### src/hw/rtl/tkrp_pkg.sv
// Shared constants, payload types and cell control for the top-k precision block.
package tkrp_pkg;

    localparam int K_MAX      = 64;
    localparam int SCORE_BITS = 32;
    localparam int LABEL_BITS = 16;
    localparam int K_W        = 7;               // holds 0..K_MAX
    localparam int NUM_W      = 39;              // dividend width, sum <= 2^38
    localparam int CNT_W      = $clog2(NUM_W + 1);
    localparam int OUT_W      = 17;

    localparam logic [K_W-1:0] TOP_K_RESET = K_W'(10);

    typedef struct packed {
        logic signed [SCORE_BITS-1:0] score;
        logic [LABEL_BITS-1:0]        item_label;
        logic [LABEL_BITS-1:0]        query_label;
        logic                         last;
    } t_in;

    typedef struct packed {
        logic [OUT_W-1:0] precision;
        logic [OUT_W-1:0] avg_precision;
        logic [K_W-1:0]   hits;
    } t_out;

    // one slot of the sorted chain; key is offset binary so unsigned order = signed order
    typedef struct packed {
        logic [SCORE_BITS-1:0] key;
        logic [LABEL_BITS-1:0] label;
        logic                  valid;
    } t_entry;

    typedef struct packed {
        logic ins_en;   // insert the broadcast word this cycle
        logic first;    // word opens a set: treat all slots as empty
        logic shift;    // move every slot one place toward the head
    } t_cell_ctl;

endpackage

### src/hw/rtl/tkrp_div.sv
// Restoring divider, one quotient bit per cycle, small divisor.
module tkrp_div (
    input  logic                         i_clk,
    input  logic                         i_rst_n,
    input  logic                         i_start,
    input  logic [tkrp_pkg::NUM_W-1:0]   i_num,
    input  logic [tkrp_pkg::K_W-1:0]     i_den,
    output logic                         o_done,
    output logic [tkrp_pkg::NUM_W-1:0]   o_quot
);
    import tkrp_pkg::*;

    logic [NUM_W-1:0] r_num;
    logic [K_W-1:0]   r_rem;
    logic [K_W-1:0]   r_den;
    logic [CNT_W-1:0] r_cnt;
    logic             r_busy;
    logic             r_done;
    logic [K_W:0]     w_trial;
    logic [K_W:0]     w_diff;
    logic             w_qbit;

    assign w_trial = {r_rem, r_num[NUM_W-1]};
    assign w_qbit  = (w_trial >= {1'b0, r_den});
    assign w_diff  = w_trial - {1'b0, r_den};

    always_ff @(posedge i_clk) begin
        if (!i_rst_n) begin
            r_busy <= 1'b0;
            r_done <= 1'b0;
        end else begin
            r_done <= 1'b0;
            if (i_start) begin
                r_busy <= 1'b1;
            end else if (r_busy && r_cnt == CNT_W'(1)) begin
                r_busy <= 1'b0;
                r_done <= 1'b1;
            end
        end
    end

    // quotient bits shift in where dividend bits leave
    always_ff @(posedge i_clk) begin
        if (i_start) begin
            r_num <= i_num;
            r_rem <= '0;
            r_den <= i_den;
            r_cnt <= CNT_W'(NUM_W);
        end else if (r_busy) begin
            r_num <= {r_num[NUM_W-2:0], w_qbit};
            r_rem <= w_qbit ? w_diff[K_W-1:0] : w_trial[K_W-1:0];
            r_cnt <= r_cnt - CNT_W'(1);
        end
    end

    assign o_done = r_done;
    assign o_quot = r_num;

endmodule

### config.mk
export PLATFORM = sky130hd
export DESIGN_NAME = tkrp_div
export DESIGN_NICKNAME = d
export VERILOG_FILES = /design/src/hw/rtl/tkrp_pkg.sv /design/src/hw/rtl/tkrp_div.sv
export SDC_FILE = /design/constraint.sdc
export NUM_CORES = 1
export LEC_CHECK = 0
export BUFFER_PORTS_ARGS = -buffer_cell sky130_fd_sc_hd__buf_2
export CAP_MARGIN = 5
export CORE_MARGIN = 10
export CORE_UTILIZATION = 52
export DETAILED_ROUTE_END_ITERATION = 16
export PLACE_DENSITY = 0.8
export RECOVER_POWER = 100
export SLEW_MARGIN = 20
export SYNTH_ARGS = -nofsm -noshare
export SYNTH_HDL_FRONTEND = slang
export SYNTH_SLANG_ARGS = --single-unit
### constraint.sdc
create_clock -name i_clk -period 3 [get_ports i_clk]
set_input_delay 0.3 -clock i_clk [delete_from_list [all_inputs] [get_ports i_clk]]
set_output_delay 0.3 -clock i_clk [all_outputs]
set_load 0.1 [all_outputs]
==> flow_summary.toml <==
[run_status]
status = "complete, but fails checks"
failed_checks = "max-capacitance violations, max-slew violations"

[sta]
fin_crit_ns = 2.27
setup_ws_ns = 0.732
worst_pin_slew_ns = 1.88
fin_crit_sh_pct = 75.6
clock.fmax_mhz = 441
fin_tns_setup_ns = 0
whs_ns = 0.136
rsz0062_at_grt = "false"
slew_violations = 42
slew_headroom_pct = -25.0
hold_viol_final = 0
skew_ns = 0.00934
final-setup-viol-count = 0

[global_routing]
grt_max_degree = 42
grt_first_pass_wirelength_um = 10800
grt-ovfl-total = 0
antenna_found_initial = 0
grt_use_total_pct = 15.3
first_global_vias = 2206

[floorplan]
io_pins = 89
die_x_um = 96.3
start_util_pct = 54.3
rows = 27
core_area_um2 = 5570
die_area_um2 = 9270
die_y_um = 96.3

[synth]
synthTopCellsByArea = "edfxtp_1, mux2_2, dfxtp_1"
synth_top_area_share_pct = 45.7
netlist_instances = 234
synth_ff_type = "edfxtp_1"
ys_seq_area_share_pct = 55.6
ys_types = 52
ys_seq_elements = 61
synth_area_um2 = 3030
yosys_warnings = 0
yosysTopAreaCell = "edfxtp_1"
async_reset_ff_share_pct = 0
postSynthAreaPerCell_um2 = 12.9
synth_edf_count = 46
syn_nets = 293

[place]
dp_slack_ns = 0.826
dpl.cell_count = 385
globalplace.congestion = 0.845
dp_hpwl_um = 5000
port_buffers = 88

[job]
maxCapViolations = 1

[finish]
final_cell_mix = "buf_2, edfxtp_1, clkbuf_1"
drive_gt1_share_pct = 29.2
stdcell_count = 401
antennaDiodeCount = 0
area_delta_synth_final_pct = 20.7
layout.nets = 383
fillers = 458
final_common_cell = "buf_2"

[worst_setup_path]
crit_path_end_kind = "flop"
required_ns = 3.20
crit_arrival_ns = 2.47
reg2reg_slack_ns = 0.77
crit_fanout = 41
critPathLaunchType = "input port"
crit_type = "in2reg"

[clock_network]
cts_tree = "yes"
cts_hold_buf = 0
cts_resized = 0
clock_latency_ns = 0.34
clockRootBuffer = "clkbuf_8"
clk_pin_slew_ns = 0.07
cts.sinks = 61
cts_buffers = 9
post-cts-setup-buffers = 0
cts_max_level = 3
clk_path_buf_depth = 2

[routing]
final_antenna_net_count = 0
dr.pass1.iters = 4
routedWlPerCell_um = 16.8
vias = 2150
wl_um = 6740
drc_errors = 0
viasPerCell = 5.36
drtIter0Drc = 185

[pwr]
peakVddDrop_v = 0.000498
powerDensity_nw_per_um2 = 672
leakage_nw = 1.43

[hold_path]
hp-class = "in2reg"
[synth_stat cells, types with 2 or more instances]
master	count
o21ai_1	2
buf_2	6
nand4_1	3
ha_1	9
o311ai_1	3
inv_1	12
o21ai_0	2
a211oi_2	2
nand3_1	2
dfxtp_1	15
mux2_1	11
xnor2_1	5
nor3_1	4
a311oi_1	2
xor2_1	2
edfxtp_1	46
a41oi_1	3
mux2_2	28
nor2_1	14
nor3b_1	5
buf_4	2
nor2b_1	3
or2_1	2
clkbuf_1	3
o31ai_1	2
nand2b_1	9
nand2_1	12
[worst max-delay path, cell delays in order]
cell and delay [ns]:
clkbuf_1 0.12, clkbuf_1 1.36, nand2b_1 0.36, nor2_1 0.08
nand4_1 0.10, o311ai_0 0.13
[cell type report]
| type | count | area (um2) | share of cell area (%) |
|---|---|---|---|
| timing repair buffer | 92 | 409 | 11.2 |
| clock inverter | 4 | 26.3 | 0.720 |
| tap | 72 | 90.1 | 2.47 |
| multi-input combinational | 148 | 1220 | 33.5 |
| sequential | 61 | 1680 | 46.1 |
| clock buffer | 12 | 176 | 4.83 |
| inverter | 12 | 45.0 | 1.23 |
[kinds of logic (layout without fill, tap and decap cells)]
kind of cell | count (synthesis) | after routing | share of synthesized area, %
flip-flops | 61 | 61 | 55.6
AND/OR/NAND/NOR | 64 | 64 | 11.7
XOR/XNOR | 7 | 7 | 2.03
AO/OA/AOI/OAI | 28 | 28 | 7.98
buffers and inverters | 25 | 120 | 3.85
adder cells (fa/ha/maj) | 10 | 10 | 4.38
multiplexers | 39 | 39 | 14.5
[metrics by stage]
step / total power [mW] / instance area [um2] / utilization (%)
after floorplan: 1.64 / 3030 / -
after global placement: 1.76 / 3510 / 63.1
after detailed placement: 1.77 / 3510 / 63.1
after CTS: 2.49 / 3720 / 66.7
after global routing: 2.55 / 3650 / 65.5
final: 2.45 / 3650 / 65.5
[metal layers]
metal	GRT usage, %	vias up	part of all wire [%]
li1	-	1052	-
met1	17.0	1008	40
met2	25.4	78	49
met3	6.15	12	8.8
met4	6.14	0	2.3
met5	0	-	0
[where the power goes]
| part | leakage [nW] | internal (mW) | switching (mW) | total (mW) |
|---|---|---|---|---|
| registers | 0.583 | 0.999 | 0.0405 | 1.04 |
| logic | 0.740 | 0.141 | 0.552 | 0.693 |
| clock network | 0.108 | 0.396 | 0.324 | 0.720 |
[path summary, 6_finish.rpt]
check / start / end / cells past startpoint
worst min register to register: r_cnt[5] / r_cnt[5] / 2
worst max-delay path: i_start / r_rem[0] / 6
worst max register to register: o_quot[38] / r_rem[1] / 7
worst min-delay path: i_den[3] / r_den[3] / 1
[flip-flops by register name (all words and copies together), names as in the netlist]
| name | count |
|---|---|
| r_rem | 7 |
| r_den | 7 |
| o_done | 1 |
| r_cnt | 6 |
| o_quot | 39 |
| r_busy | 1 |
(Power assumes the default switching activity.)
