**config.mk**
```make
export PLATFORM = sky130hd
export DESIGN_NAME = tkrp_cell
export DESIGN_NICKNAME = d
export VERILOG_FILES = /design/src/hw/rtl/tkrp_pkg.sv /design/src/hw/rtl/tkrp_cell.sv
export SDC_FILE = /design/constraint.sdc
export NUM_CORES = 1
export LEC_CHECK = 0
export ABC_CLOCK_PERIOD_IN_PS = 4600
export BUFFER_PORTS_ARGS = -buffer_cell sky130_fd_sc_hd__buf_2
export CORE_UTILIZATION = 45
export CTS_BUF_LIST = sky130_fd_sc_hd__clkbuf_8
export DETAILED_ROUTE_END_ITERATION = 8
export GPL_ROUTABILITY_DRIVEN = 0
export HOLD_SLACK_MARGIN = 0.06
export MAX_ROUTING_LAYER = met4
export PLACE_DENSITY_LB_ADDON = 0.08
export SLEW_MARGIN = 10
export SYNTH_ARGS = -nofsm -noshare
export SYNTH_HDL_FRONTEND = slang
export SYNTH_SLANG_ARGS = --single-unit
```
**constraint.sdc**
```tcl
create_clock -name i_clk -period 4.6 [get_ports i_clk]
set_input_delay 0.92 -clock i_clk [delete_from_list [all_inputs] [get_ports i_clk]]
set_output_delay 0.92 -clock i_clk [all_outputs]
set_load 0.02 [all_outputs]
```
**src/hw/rtl/tkrp_pkg.sv**
```systemverilog
// Shared constants, payload types and cell control for the top-k precision block.
package tkrp_pkg;

    localparam int K_MAX      = 64;
    localparam int SCORE_BITS = 32;
    localparam int LABEL_BITS = 16;
    localparam int K_W        = 7;               // holds 0..K_MAX
    localparam int NUM_W      = 39;              // dividend width, sum <= 2^38
    localparam int CNT_W      = $clog2(NUM_W + 1);
    localparam int OUT_W      = 17;

    localparam logic [K_W-1:0] TOP_K_RESET = K_W'(10);

    typedef struct packed {
        logic signed [SCORE_BITS-1:0] score;
        logic [LABEL_BITS-1:0]        item_label;
        logic [LABEL_BITS-1:0]        query_label;
        logic                         last;
    } t_in;

    typedef struct packed {
        logic [OUT_W-1:0] precision;
        logic [OUT_W-1:0] avg_precision;
        logic [K_W-1:0]   hits;
    } t_out;

    // one slot of the sorted chain; key is offset binary so unsigned order = signed order
    typedef struct packed {
        logic [SCORE_BITS-1:0] key;
        logic [LABEL_BITS-1:0] label;
        logic                  valid;
    } t_entry;

    typedef struct packed {
        logic ins_en;   // insert the broadcast word this cycle
        logic first;    // word opens a set: treat all slots as empty
        logic shift;    // move every slot one place toward the head
    } t_cell_ctl;

endpackage

```
**src/hw/rtl/tkrp_cell.sv**
```systemverilog
// One slot of the descending score chain: compare, insert or pass to a neighbor.
module tkrp_cell (
    input  logic                       i_clk,
    input  logic                       i_rst_n,
    input  tkrp_pkg::t_cell_ctl        i_ctl,
    input  tkrp_pkg::t_entry           i_new,
    input  tkrp_pkg::t_entry           i_prev_entry,
    input  logic                       i_prev_ins,
    input  tkrp_pkg::t_entry           i_next_entry,
    output tkrp_pkg::t_entry           o_entry,
    output logic                       o_ins
);
    import tkrp_pkg::*;

    logic [SCORE_BITS-1:0] r_key;
    logic [LABEL_BITS-1:0] r_label;
    logic                  r_valid;
    logic                  w_eff_valid;

    assign w_eff_valid = r_valid & ~i_ctl.first;
    // equal keys stay ahead of the new word
    assign o_ins   = ~w_eff_valid | (i_new.key > r_key);
    assign o_entry = '{key: r_key, label: r_label, valid: w_eff_valid};

    always_ff @(posedge i_clk) begin
        if (!i_rst_n) begin
            r_valid <= 1'b0;
        end else if (i_ctl.shift) begin
            r_valid <= i_next_entry.valid;
        end else if (i_ctl.ins_en && o_ins) begin
            r_valid <= i_prev_ins ? i_prev_entry.valid : i_new.valid;
        end
    end

    always_ff @(posedge i_clk) begin
        if (i_ctl.shift) begin
            r_key   <= i_next_entry.key;
            r_label <= i_next_entry.label;
        end else if (i_ctl.ins_en && o_ins) begin
            r_key   <= i_prev_ins ? i_prev_entry.key   : i_new.key;
            r_label <= i_prev_ins ? i_prev_entry.label : i_new.label;
        end
    end

endmodule

```
==> impl_metrics.env, run 1 <==
export IMPL_min_period_ns=3.58
export IMPL_ctsHtreeMaxLevel=2
export IMPL_diodes=0
export IMPL_core_sq_um=7210
export IMPL_place_hpwl_microns=6760
export IMPL_hold_class="flip-flop to flip-flop"
export IMPL_p_per_area_nw_per_um2=264
export IMPL_cts_sinks=49
export IMPL_tns_ns=0
export IMPL_post_cts_setup_buffer_count=0
export IMPL_grt_pass1_vias=2805
export IMPL_finalSetupViolations=0
export IMPL_end_kind="output pin"
export IMPL_root_buffer="clkbuf_8"
export IMPL_final_cells=628
export IMPL_ys_seq_elements=49
export IMPL_postRouteAntennaNets=0
export IMPL_port_buffers=202
export IMPL_intPower_w=0.000811
export IMPL_globalRoute_totalOverflow=0
export IMPL_ir_drop_mv=0.134
export IMPL_yosysSeqAreaShare=0.435
export IMPL_avgRoutedWirePerCell_microns=13.3
export IMPL_final_hold_viol_count=0
export IMPL_nets=713
export IMPL_ys_types=32
export IMPL_max_stage_delay_ns=0.32
export IMPL_cp_slowest_cell="ha_1"
export IMPL_path_max_fanout=3
export IMPL_row_count=31
export IMPL_syn_area_per_cell_sq_um=10.1
export IMPL_vias=3071
export IMPL_cp_cell_sequence="buf_2 -> ha_1 -> nand4_2 -> nor4b_4 -> a21bo_1 -> o211ai_2 -> a21oi_1 -> o21ai_0 -> buf_2"
export IMPL_synthesis_area_sq_um=3360
export IMPL_tritoncts="yes"
export IMPL_layout_drive_gt1_share=0.422
export IMPL_power_switching_w=0.000389
export IMPL_clock_skew_ns=0.00650
export IMPL_syn_nets=518
export IMPL_drc=0
export IMPL_power_frac_seq=0.471
export IMPL_min_path_cells=2
export IMPL_timing_fmax_mhz=280
export IMPL_antenna_found_initial=0
export IMPL_yosys_warnings=0
export IMPL_cts_made_buffers=5
export IMPL_grt_max_degree=58
export IMPL_rsz0062_at_grt="false"
export IMPL_fillers=650
export IMPL_maxCapViolations=0
export IMPL_clockPowerShare=0.220
export IMPL_worst_slew_pin_slew_ns=0.835
export IMPL_insertion_delay_ns=0.30
export IMPL_ios=203
export IMPL_worst_r2r_cell_count=9
export IMPL_fin_crit_sh=0.778
export IMPL_pwr_share_comb=0.310
export IMPL_relSlewSlack=0.443
export IMPL_viasPerCell=4.89
export IMPL_grt_pass1_wl_microns=12600
export IMPL_die_area_sq_um=7810
export IMPL_dr_first_iter_drc_count=77
export IMPL_slew_viol_final=0
export IMPL_leakagePower_nw=2.37
export IMPL_die_x_microns=88.4
export IMPL_switching_share=0.324
export IMPL_cts_max_path_buffers=2
export IMPL_dr_pass1_iters=4
export IMPL_layout_commonest_cell="buf_2"
export IMPL_outcome="finished clean"
export IMPL_crit_top_cell="buf_2"
export IMPL_startpoint_type="primary input"
export IMPL_grt_use_total=0.220
export IMPL_cts_resized=0
export IMPL_initial_utilization=0.465
export IMPL_areaGrowthSynthToFinish_pct=35.4
export IMPL_synthCells=333
export IMPL_routed_wl_microns=8340
export IMPL_dp_cells=620
export IMPL_die_h_microns=88.4
export IMPL_final_cell_mix="buf_2, nand2_1, o21ai_0"
export IMPL_path_clk_slew_ns=0.09
export IMPL_critical_path_arrival_ns=2.66
export IMPL_required_ns=3.68
export IMPL_postCtsHoldBufs=0
export IMPL_timing_worst_setup_path_type="primary input to output pin"
## per-stage QoR
step | instance area [sq um] | worst slack (ns) | hold slack (ns) | utilization | power, W
final | 4550 | 1.02 | 0.464 | 0.630 | 0.00120
after detailed placement | 4460 | 1.02 | 0.455 | 0.618 | 0.000949
after global routing | 4550 | 0.887 | 0.505 | 0.630 | 0.00127
after floorplan | 3360 | 0.585 | 0.431 | - | 0.000796
after CTS | 4550 | 1.02 | 0.469 | 0.630 | 0.00121
after global placement | 4460 | 1.07 | 0.447 | 0.618 | 0.000939
## worst max-delay path: cells and delay by family
family,cells,cell delay (ns)
AND/OR/NAND/NOR,2,0.47
adder cells (fa/ha/maj),1,0.32
buffers and inverters,2,0.31
AO/OA/AOI/OAI,4,0.63
## cells in the mapped netlist, drive strengths merged
cell type	instances	area (sq um)
nand2	59	221
o21ai	51	255
mux2i	50	500
edfxtp	48	1440
inv	33	124
ha	32	400
a21oi	12	63.8
clkbuf	11	41.3
buf	7	33.8
nand4	4	43.8
o211ai	4	35.0
and4	3	26.3
nand3	3	15.0
a221oi	2	17.5
nor2	2	7.51
a211oi	1	7.51
a21bo	1	10.0
a21o	1	7.51
a221o	1	10.0
a31oi	1	12.5
and2	1	6.26
and2b	1	7.51
and3	1	7.51
dfxtp	1	20.0
nor2b	1	6.26
nor4	1	12.5
nor4b	1	23.8
## power by group through the flow
stage | Sequential (W) | Clock (W) | Combinational (W)
2_1_floorplan | 0.000636 | 0 | 0.000160
3_3_place_gp | 0.000573 | 0 | 0.000366
3_5_place_dp | 0.000575 | 0 | 0.000374
4_1_cts | 0.000565 | 0.000270 | 0.000376
5_1_grt | 0.000571 | 0.000288 | 0.000414
6_report | 0.000565 | 0.000264 | 0.000372
## cell type report
class                           instances  area [sq um]  area share
Sequential cell                        49          1460       0.321
Inverter                               33           124      0.0272
Clock inverter                          3          22.5     0.00495
Timing Repair Buffer                  206          1040       0.229
Multi-Input combinational cell        233          1710       0.375
Tap cell                               99           124      0.0272
Clock buffer                            5          68.8      0.0151
## sequential cells by signal (all words and copies together) (netlist names)
signal	flops
r_key	32
r_valid	1
r_label	16
## kinds of logic after synthesis
kind of cell | after synthesis | synth area share
AO/OA/AOI/OAI | 74 | 0.125
multiplexers | 50 | 0.149
adder cells (fa/ha/maj) | 32 | 0.119
AND/OR/NAND/NOR | 77 | 0.113
flip-flops | 49 | 0.435
buffers and inverters | 51 | 0.0592
## worst paths after layout
check | from | end | slack, ns
worst max-delay path | i_new[31] | o_ins | 1.02
worst min-delay path | r_valid | r_valid | 0.46
worst max register to register | r_key[14] | r_key[15] | 2.06
worst min register to register | r_valid | r_valid | 0.46
## routing by layer
| metal | up-vias | routed length (microns) | GRT usage |
|---|---|---|---|
| met3 | 13 | 507 | 0.0373 |
| met2 | 129 | 4100 | 0.374 |
| met4 | 0 | 157 | 0.0733 |
| met1 | 1345 | 3570 | 0.264 |
| met5 | - | 0 | - |
| li1 | 1584 | - | - |
(Power assumes the default switching activity.)
==> run 2, diff against run 1 <==
--- a/config.mk
+++ b/config.mk
@@ -5,7 +5,8 @@
 export SDC_FILE = /design/constraint.sdc
 export NUM_CORES = 1
 export LEC_CHECK = 0
-export ABC_CLOCK_PERIOD_IN_PS = 4600
+export ABC_AREA = 1
+export ABC_CLOCK_PERIOD_IN_PS = 3350
 export BUFFER_PORTS_ARGS = -buffer_cell sky130_fd_sc_hd__buf_2
 export CORE_UTILIZATION = 45
 export CTS_BUF_LIST = sky130_fd_sc_hd__clkbuf_8
==> constraint.sdc (replaced) <==
create_clock -name i_clk -period 3.35 [get_ports i_clk]
set_input_delay 0.67 -clock i_clk [delete_from_list [all_inputs] [get_ports i_clk]]
set_output_delay 0.67 -clock i_clk [all_outputs]
set_load 0.02 [all_outputs]
==> run 2 against run 1 <==
Effect of this change:
- synthesized cell count increased by 27%
- sequential power increased by 36%
- largest power group unchanged
- largest cell class unchanged
- highest routed layer unchanged
- clock power increased by 66%
- die area unchanged
- non-clock buffer count increased by 1
- combinational power increased by 38%
- critical path depth increased by 4
- register-to-register slack got worse by 0.94 ns
==> impl_metrics.env, run 2 <==
export IMPL_hold_start="i_rst_n"
export IMPL_avgRoutedWirePerCell_microns=12.6
export IMPL_grt_max_degree=53
export IMPL_syn_nets=607
export IMPL_maxCapViolations=0
export IMPL_dr_pass1_iters=4
export IMPL_layout_commonest_cell="buf_2"
export IMPL_postRouteAntennaNets=0
export IMPL_relSlewSlack=0.449
export IMPL_largest_reg_flops=32
export IMPL_antenna_found_initial=0
export IMPL_pwr_share_comb=0.298
export IMPL_vias=3484
export IMPL_rsz0062_at_grt="false"
export IMPL_final_hold_viol_count=0
export IMPL_clock_skew_ns=0.00685
export IMPL_hold_end="r_valid"
export IMPL_die_area_sq_um=7810
export IMPL_dp_cells=706
export IMPL_globalRoute_totalOverflow=0
export IMPL_ctsHtreeMaxLevel=2
export IMPL_grt_pass1_vias=3065
export IMPL_yosysSeqAreaShare=0.435
export IMPL_ys_types=25
export IMPL_synth_compound_area_frac=0.173
export IMPL_grt_use_total=0.238
export IMPL_core_sq_um=7210
export IMPL_synthCells=422
export IMPL_timing_worst_setup_path_type="primary input to output pin"
export IMPL_port_buffers=202
export IMPL_cts_made_buffers=5
export IMPL_intPower_w=0.00117
export IMPL_ys_seq_elements=49
export IMPL_power_switching_w=0.000545
export IMPL_ios=203
export IMPL_worst_slew_pin_slew_ns=0.825
export IMPL_fillers=671
export IMPL_crit_reg2reg_launch="r_key[14]"
export IMPL_p_per_area_nw_per_um2=378
export IMPL_worst_r2r_cell_count=13
export IMPL_startpoint_type="primary input"
export IMPL_synth_top_family_by_area="simple AND/OR/NAND/NOR gates"
export IMPL_slew_viol_final=0
export IMPL_cts_max_path_buffers=2
export IMPL_min_period_ns=2.64
export IMPL_dr_first_iter_drc_count=149
export IMPL_diodes=0
export IMPL_die_x_microns=88.4
export IMPL_min_path_cells=3
export IMPL_areaGrowthSynthToFinish_pct=35.6
export IMPL_tns_ns=0
export IMPL_final_cells=714
export IMPL_ir_drop_mv=0.175
export IMPL_row_count=31
export IMPL_viasPerCell=4.88
export IMPL_cts_sinks=49
export IMPL_synthAdderAreaFrac=0.119
export IMPL_yosysTopAreaCellShare=0.429
export IMPL_hold_class="primary input to flip-flop"
export IMPL_syn_area_per_cell_sq_um=7.96
export IMPL_finalSetupViolations=0
export IMPL_cts_resized=0
export IMPL_synth_xor_area_share=0
export IMPL_die_h_microns=88.4
export IMPL_postCtsHoldBufs=0
export IMPL_post_cts_setup_buffer_count=0
export IMPL_path_clk_slew_ns=0.10
export IMPL_ys_flop_type="edfxtp_1"
export IMPL_routed_wl_microns=8970
export IMPL_synth_edf_count=48
export IMPL_yosys_warnings=0
export IMPL_place_hpwl_microns=6760
export IMPL_tritoncts="yes"
export IMPL_drc=0
export IMPL_nets=799
export IMPL_r2r_end="r_key[21]"
export IMPL_outcome="finished clean"
export IMPL_synthTopCellsByCount="a21oi_1, nand2_1, nor2_1, edfxtp_1, inv_1"
export IMPL_synthSimpleGateAreaFrac=0.196
export IMPL_end_kind="output pin"
export IMPL_grt_pass1_wl_microns=13800
export IMPL_synthMuxAreaShare=0
export IMPL_insertion_delay_ns=0.31
export IMPL_switching_share=0.317
export IMPL_clockPowerShare=0.255
export IMPL_synth_top_cell_by_area="edfxtp_1"
export IMPL_leakagePower_nw=2.36
export IMPL_rrSetupSlack_ns=1.12
export IMPL_initial_utilization=0.465
export IMPL_synth_area_top_cells="edfxtp_1, a21oi_1, ha_1, nand2_1, nor2_1"
export IMPL_fin_crit_sh=0.789
export IMPL_synthesis_area_sq_um=3360
export IMPL_synth_most_common_cell="a21oi_1"
export IMPL_reg_largest_list="r_key x32, r_label x16, r_valid x1"
export IMPL_final_cell_mix="buf_2, a21oi_1, nand2_1"
export IMPL_root_buffer="clkbuf_8"
export IMPL_power_frac_seq=0.447
export IMPL_layout_drive_gt1_share=0.379
export IMPL_path_max_fanout=2
export IMPL_critical_path_arrival_ns=1.97
export IMPL_timing_fmax_mhz=378
export IMPL_regMostFlops="r_key"
export IMPL_required_ns=2.68
export IMPL_async_flop_share=0
run 2: critical path, stage by stage:
cell     delay (ns)
buf_2          0.12
ha_1           0.31
nand2_1        0.08
nand2_1        0.04
nand2_1        0.05
nand2_1        0.05
nand2_1        0.07
nand3_1        0.08
a21oi_1        0.15
nand2_1        0.07
nand2_1        0.07
nand2_2        0.05
buf_2          0.17
run 2: logic make-up after synthesis:
group / count (synthesis)
DFF: 49
buffers and inverters: 65
and+or+nand+nor: 161
AOI/OAI and AO/OA: 115
adders and majority gates: 32
run 2: how the worst max path moves through the flow:
stage | end | slack, ns | cells after the start | start
final | o_ins | 0.71 | 13 | i_new[34]
after global routing | o_ins | 0.50 | 13 | i_new[34]
after CTS | o_ins | 0.68 | 13 | i_new[34]
after detailed placement | o_ins | 0.69 | 13 | i_new[34]
after global placement | o_ins | 0.72 | 13 | i_new[34]
after floorplan | r_key[0] | 0.23 | 11 | i_new[40]
run 2: power groups by stage:
stage               clock network [W]  registers (W)  logic, W
finish                       0.000439       0.000769  0.000512
global route                 0.000469       0.000776  0.000575
CTS                          0.000446       0.000769  0.000517
detailed placement                  0       0.000783  0.000514
global placement                    0       0.000781  0.000505
floorplan                           0       0.000860  0.000231
run 2: routing by layer:
layer | up-vias | global-route usage | share of wire
met4 | 0 | 0.0616 | 0.013
met2 | 140 | 0.404 | 0.50
met1 | 1539 | 0.291 | 0.42
met5 | - | - | 0
li1 | 1795 | - | -
met3 | 10 | 0.0438 | 0.068
run 2: cell type report:
class	count	area, sq um	area share
Clock buffer	5	68.8	0.0151
Clock inverter	3	46.3	0.0102
Sequential cell	49	1460	0.321
Multi-Input combinational cell	308	1640	0.361
Inverter	43	161	0.0354
Timing Repair Buffer	207	1050	0.230
Tap cell	99	124	0.0272
run 2: stage by stage:
stage	hold slack [ns]	total power, W	setup WS (ns)	util	area (sq um)
detailed placement	0.607	0.00130	0.692	0.615	4440
global route	0.570	0.00182	0.498	0.631	4550
finish	0.573	0.00172	0.707	0.631	4550
floorplan	0.519	0.00109	0.230	-	3360
global placement	0.562	0.00129	0.716	0.615	4440
CTS	0.571	0.00173	0.683	0.631	4550
==> run 3, diff against run 2 <==
--- a/config.mk
+++ b/config.mk
@@ -6,7 +6,7 @@
 export NUM_CORES = 1
 export LEC_CHECK = 0
 export ABC_AREA = 1
-export ABC_CLOCK_PERIOD_IN_PS = 3350
+export ABC_CLOCK_PERIOD_IN_PS = 2500
 export BUFFER_PORTS_ARGS = -buffer_cell sky130_fd_sc_hd__buf_2
 export CORE_UTILIZATION = 45
 export CTS_BUF_LIST = sky130_fd_sc_hd__clkbuf_8
==> constraint.sdc (replaced) <==
create_clock -name i_clk -period 2.5 [get_ports i_clk]
set_input_delay 0.5 -clock i_clk [delete_from_list [all_inputs] [get_ports i_clk]]
set_output_delay 0.5 -clock i_clk [all_outputs]
set_load 0.02 [all_outputs]
==> run 3 against run 2 <==
Effect of this change:
- sequential share of layout area shrank 0.44 points
- register-to-register slack lost 0.84 ns
- combinational power grew 39%
- largest power group unchanged
- global-route usage grew 0.64 points
- final cell count grew 0.42%
- via count grew 1.7%
- critical path type is now flip-flop to output pin
==> impl_metrics.env, run 3 (synthesized netlist as in run 2, its figures left out) <==
export IMPL_required_ns=2.00
export IMPL_critical_path_arrival_ns=1.85
export IMPL_reg_largest_list="r_key x32, r_label x16, r_valid x1"
export IMPL_leakagePower_nw=2.38
export IMPL_relSlewSlack=0.693
export IMPL_cp_slowest_cell="edfxtp_1"
export IMPL_grt_max_degree=32
export IMPL_largest_reg_flops=32
export IMPL_routed_wl_microns=9460
export IMPL_hold_class="primary input to flip-flop"
export IMPL_fillers=653
export IMPL_die_x_microns=88.4
export IMPL_vias=3544
export IMPL_insertion_delay_ns=0.30
export IMPL_rsz0062_at_grt="true"
export IMPL_cp_cell_sequence="inv_1 -> ha_1 -> nand2_2 -> nor2_1 -> nor2_1 -> nand3_1 -> a21oi_2 -> nand2_1 -> nand2_1 -> nand2_2 -> buf_6"
export IMPL_startpoint_type="flip-flop"
export IMPL_die_h_microns=88.4
export IMPL_min_period_ns=2.35
export IMPL_globalRoute_totalOverflow=0
export IMPL_final_hold_viol_count=0
export IMPL_max_stage_delay_ns=0.41
export IMPL_antenna_found_initial=0
export IMPL_layout_commonest_cell="buf_2"
export IMPL_root_buffer="clkbuf_8"
export IMPL_path_max_fanout=2
export IMPL_end_kind="output pin"
export IMPL_port_buffers=202
export IMPL_hold_ws_ns=0.413
export IMPL_viasPerCell=4.94
export IMPL_slew_viol_final=0
export IMPL_crit_reg2reg_launch="r_key[23]"
export IMPL_cts_made_buffers=5
export IMPL_initial_utilization=0.465
export IMPL_row_count=31
export IMPL_timing_worst_setup_path_type="flip-flop to output pin"
export IMPL_final_cell_mix="buf_2, a21oi_1, nand2_1"
export IMPL_grt_pass1_wl_microns=14100
export IMPL_postRouteAntennaNets=0
export IMPL_maxCapViolations=0
export IMPL_hold_start="i_rst_n"
export IMPL_layout_drive_gt1_share=0.387
export IMPL_cts_max_path_buffers=2
export IMPL_final_cells=717
export IMPL_drc=0
export IMPL_worst_r2r_cell_count=14
export IMPL_core_sq_um=7210
export IMPL_postCtsHoldBufs=0
export IMPL_worst_path_buf_inv=2
export IMPL_diodes=0
export IMPL_worst_slew_pin_slew_ns=0.460
export IMPL_nets=802
export IMPL_dr_first_iter_drc_count=142
export IMPL_min_path_cells=3
export IMPL_cts_sinks=49
export IMPL_r2r_end="r_key[18]"
export IMPL_fin_crit_sh=0.942
export IMPL_regMostFlops="r_key"
export IMPL_path_clk_slew_ns=0.09
export IMPL_dr_pass1_iters=6
export IMPL_crit_family="simple AND/OR/NAND/NOR gates"
export IMPL_dp_cells=708
export IMPL_p_per_area_nw_per_um2=478
export IMPL_ios=203
export IMPL_grt_use_total=0.244
export IMPL_finalSetupViolations=0
export IMPL_grt_pass1_vias=3065
export IMPL_areaGrowthSynthToFinish_pct=37.5
export IMPL_tritoncts="yes"
export IMPL_die_area_sq_um=7810
export IMPL_avgRoutedWirePerCell_microns=13.2
export IMPL_hold_end="r_valid"
export IMPL_ir_drop_mv=0.224
export IMPL_ctsHtreeMaxLevel=2
export IMPL_clock_skew_ns=0.00609
export IMPL_place_hpwl_microns=7400
export IMPL_timing_fmax_mhz=425
export IMPL_rrSetupSlack_ns=0.28
export IMPL_outcome="finished clean"
-- run 3: final cells by class --
type,count,area (sq um),area share
multi-input cells,308,1670,0.361
well taps,99,124,0.0268
flip-flops and latches,49,1460,0.316
clock inverters,3,18.8,0.00406
repair buffers,210,1110,0.241
clock buffers,5,68.8,0.0149
inverters,43,161,0.0349
-- run 3: repair_timing --
item,in CTS,in global routing
setup endpoints to repair,0,1
gates resized for setup,0,7
setup buffers,0,1
-- run 3: stage by stage --
step / TNS, ns / power (W) / worst slack [ns] / utilization / area [sq um]
global placement: 0 / 0.00174 / 0.201 / 0.623 / 4500
floorplan: 0 / 0.00146 / 0.239 / - / 3370
global route: -0.0509 / 0.00235 / -0.0509 / 0.640 / 4620
detailed placement: 0 / 0.00176 / 0.170 / 0.623 / 4500
finish: 0 / 0.00221 / 0.146 / 0.640 / 4620
CTS: 0 / 0.00221 / 0.128 / 0.635 / 4580
-- run 3: how the worst max path moves through the flow --
stage | from | end | slack [ns] | depth (start not counted)
floorplan | r_key[23] | r_key[0] | 0.24 | 12
global placement | i_new[34] | r_key[24] | 0.20 | 15
detailed placement | i_new[24] | r_key[25] | 0.17 | 15
CTS | r_key[31] | o_ins | 0.13 | 10
global route | r_key[21] | o_ins | -0.05 | 11
finish | r_key[23] | o_ins | 0.15 | 11
-- run 3: routing by layer --
layer / vias to the layer above / share of wire / global-route usage
met3: 10 / 0.063 / 0.0485
li1: 1803 / - / -
met2: 134 / 0.50 / 0.432
met4: 0 / 0.010 / 0.0543
met1: 1597 / 0.43 / 0.286
met5: - / 0 / -
-- run 3: worst min-delay path, delay by kind of cell --
kind	cells	cell delay [ns]
AND/OR/NAND/NOR	2	0.08
buffers and inverters	1	0.10
-- run 3: power breakdown --
| part | total, W | internal [W] | switching (W) | leakage, nW |
|---|---|---|---|---|
| Combinational | 0.000712 | 0.000289 | 0.000423 | 1.85 |
| Clock | 0.000461 | 0.000194 | 0.000268 | 0.0416 |
| Sequential | 0.00103 | 0.00100 | 0.0000329 | 0.490 |
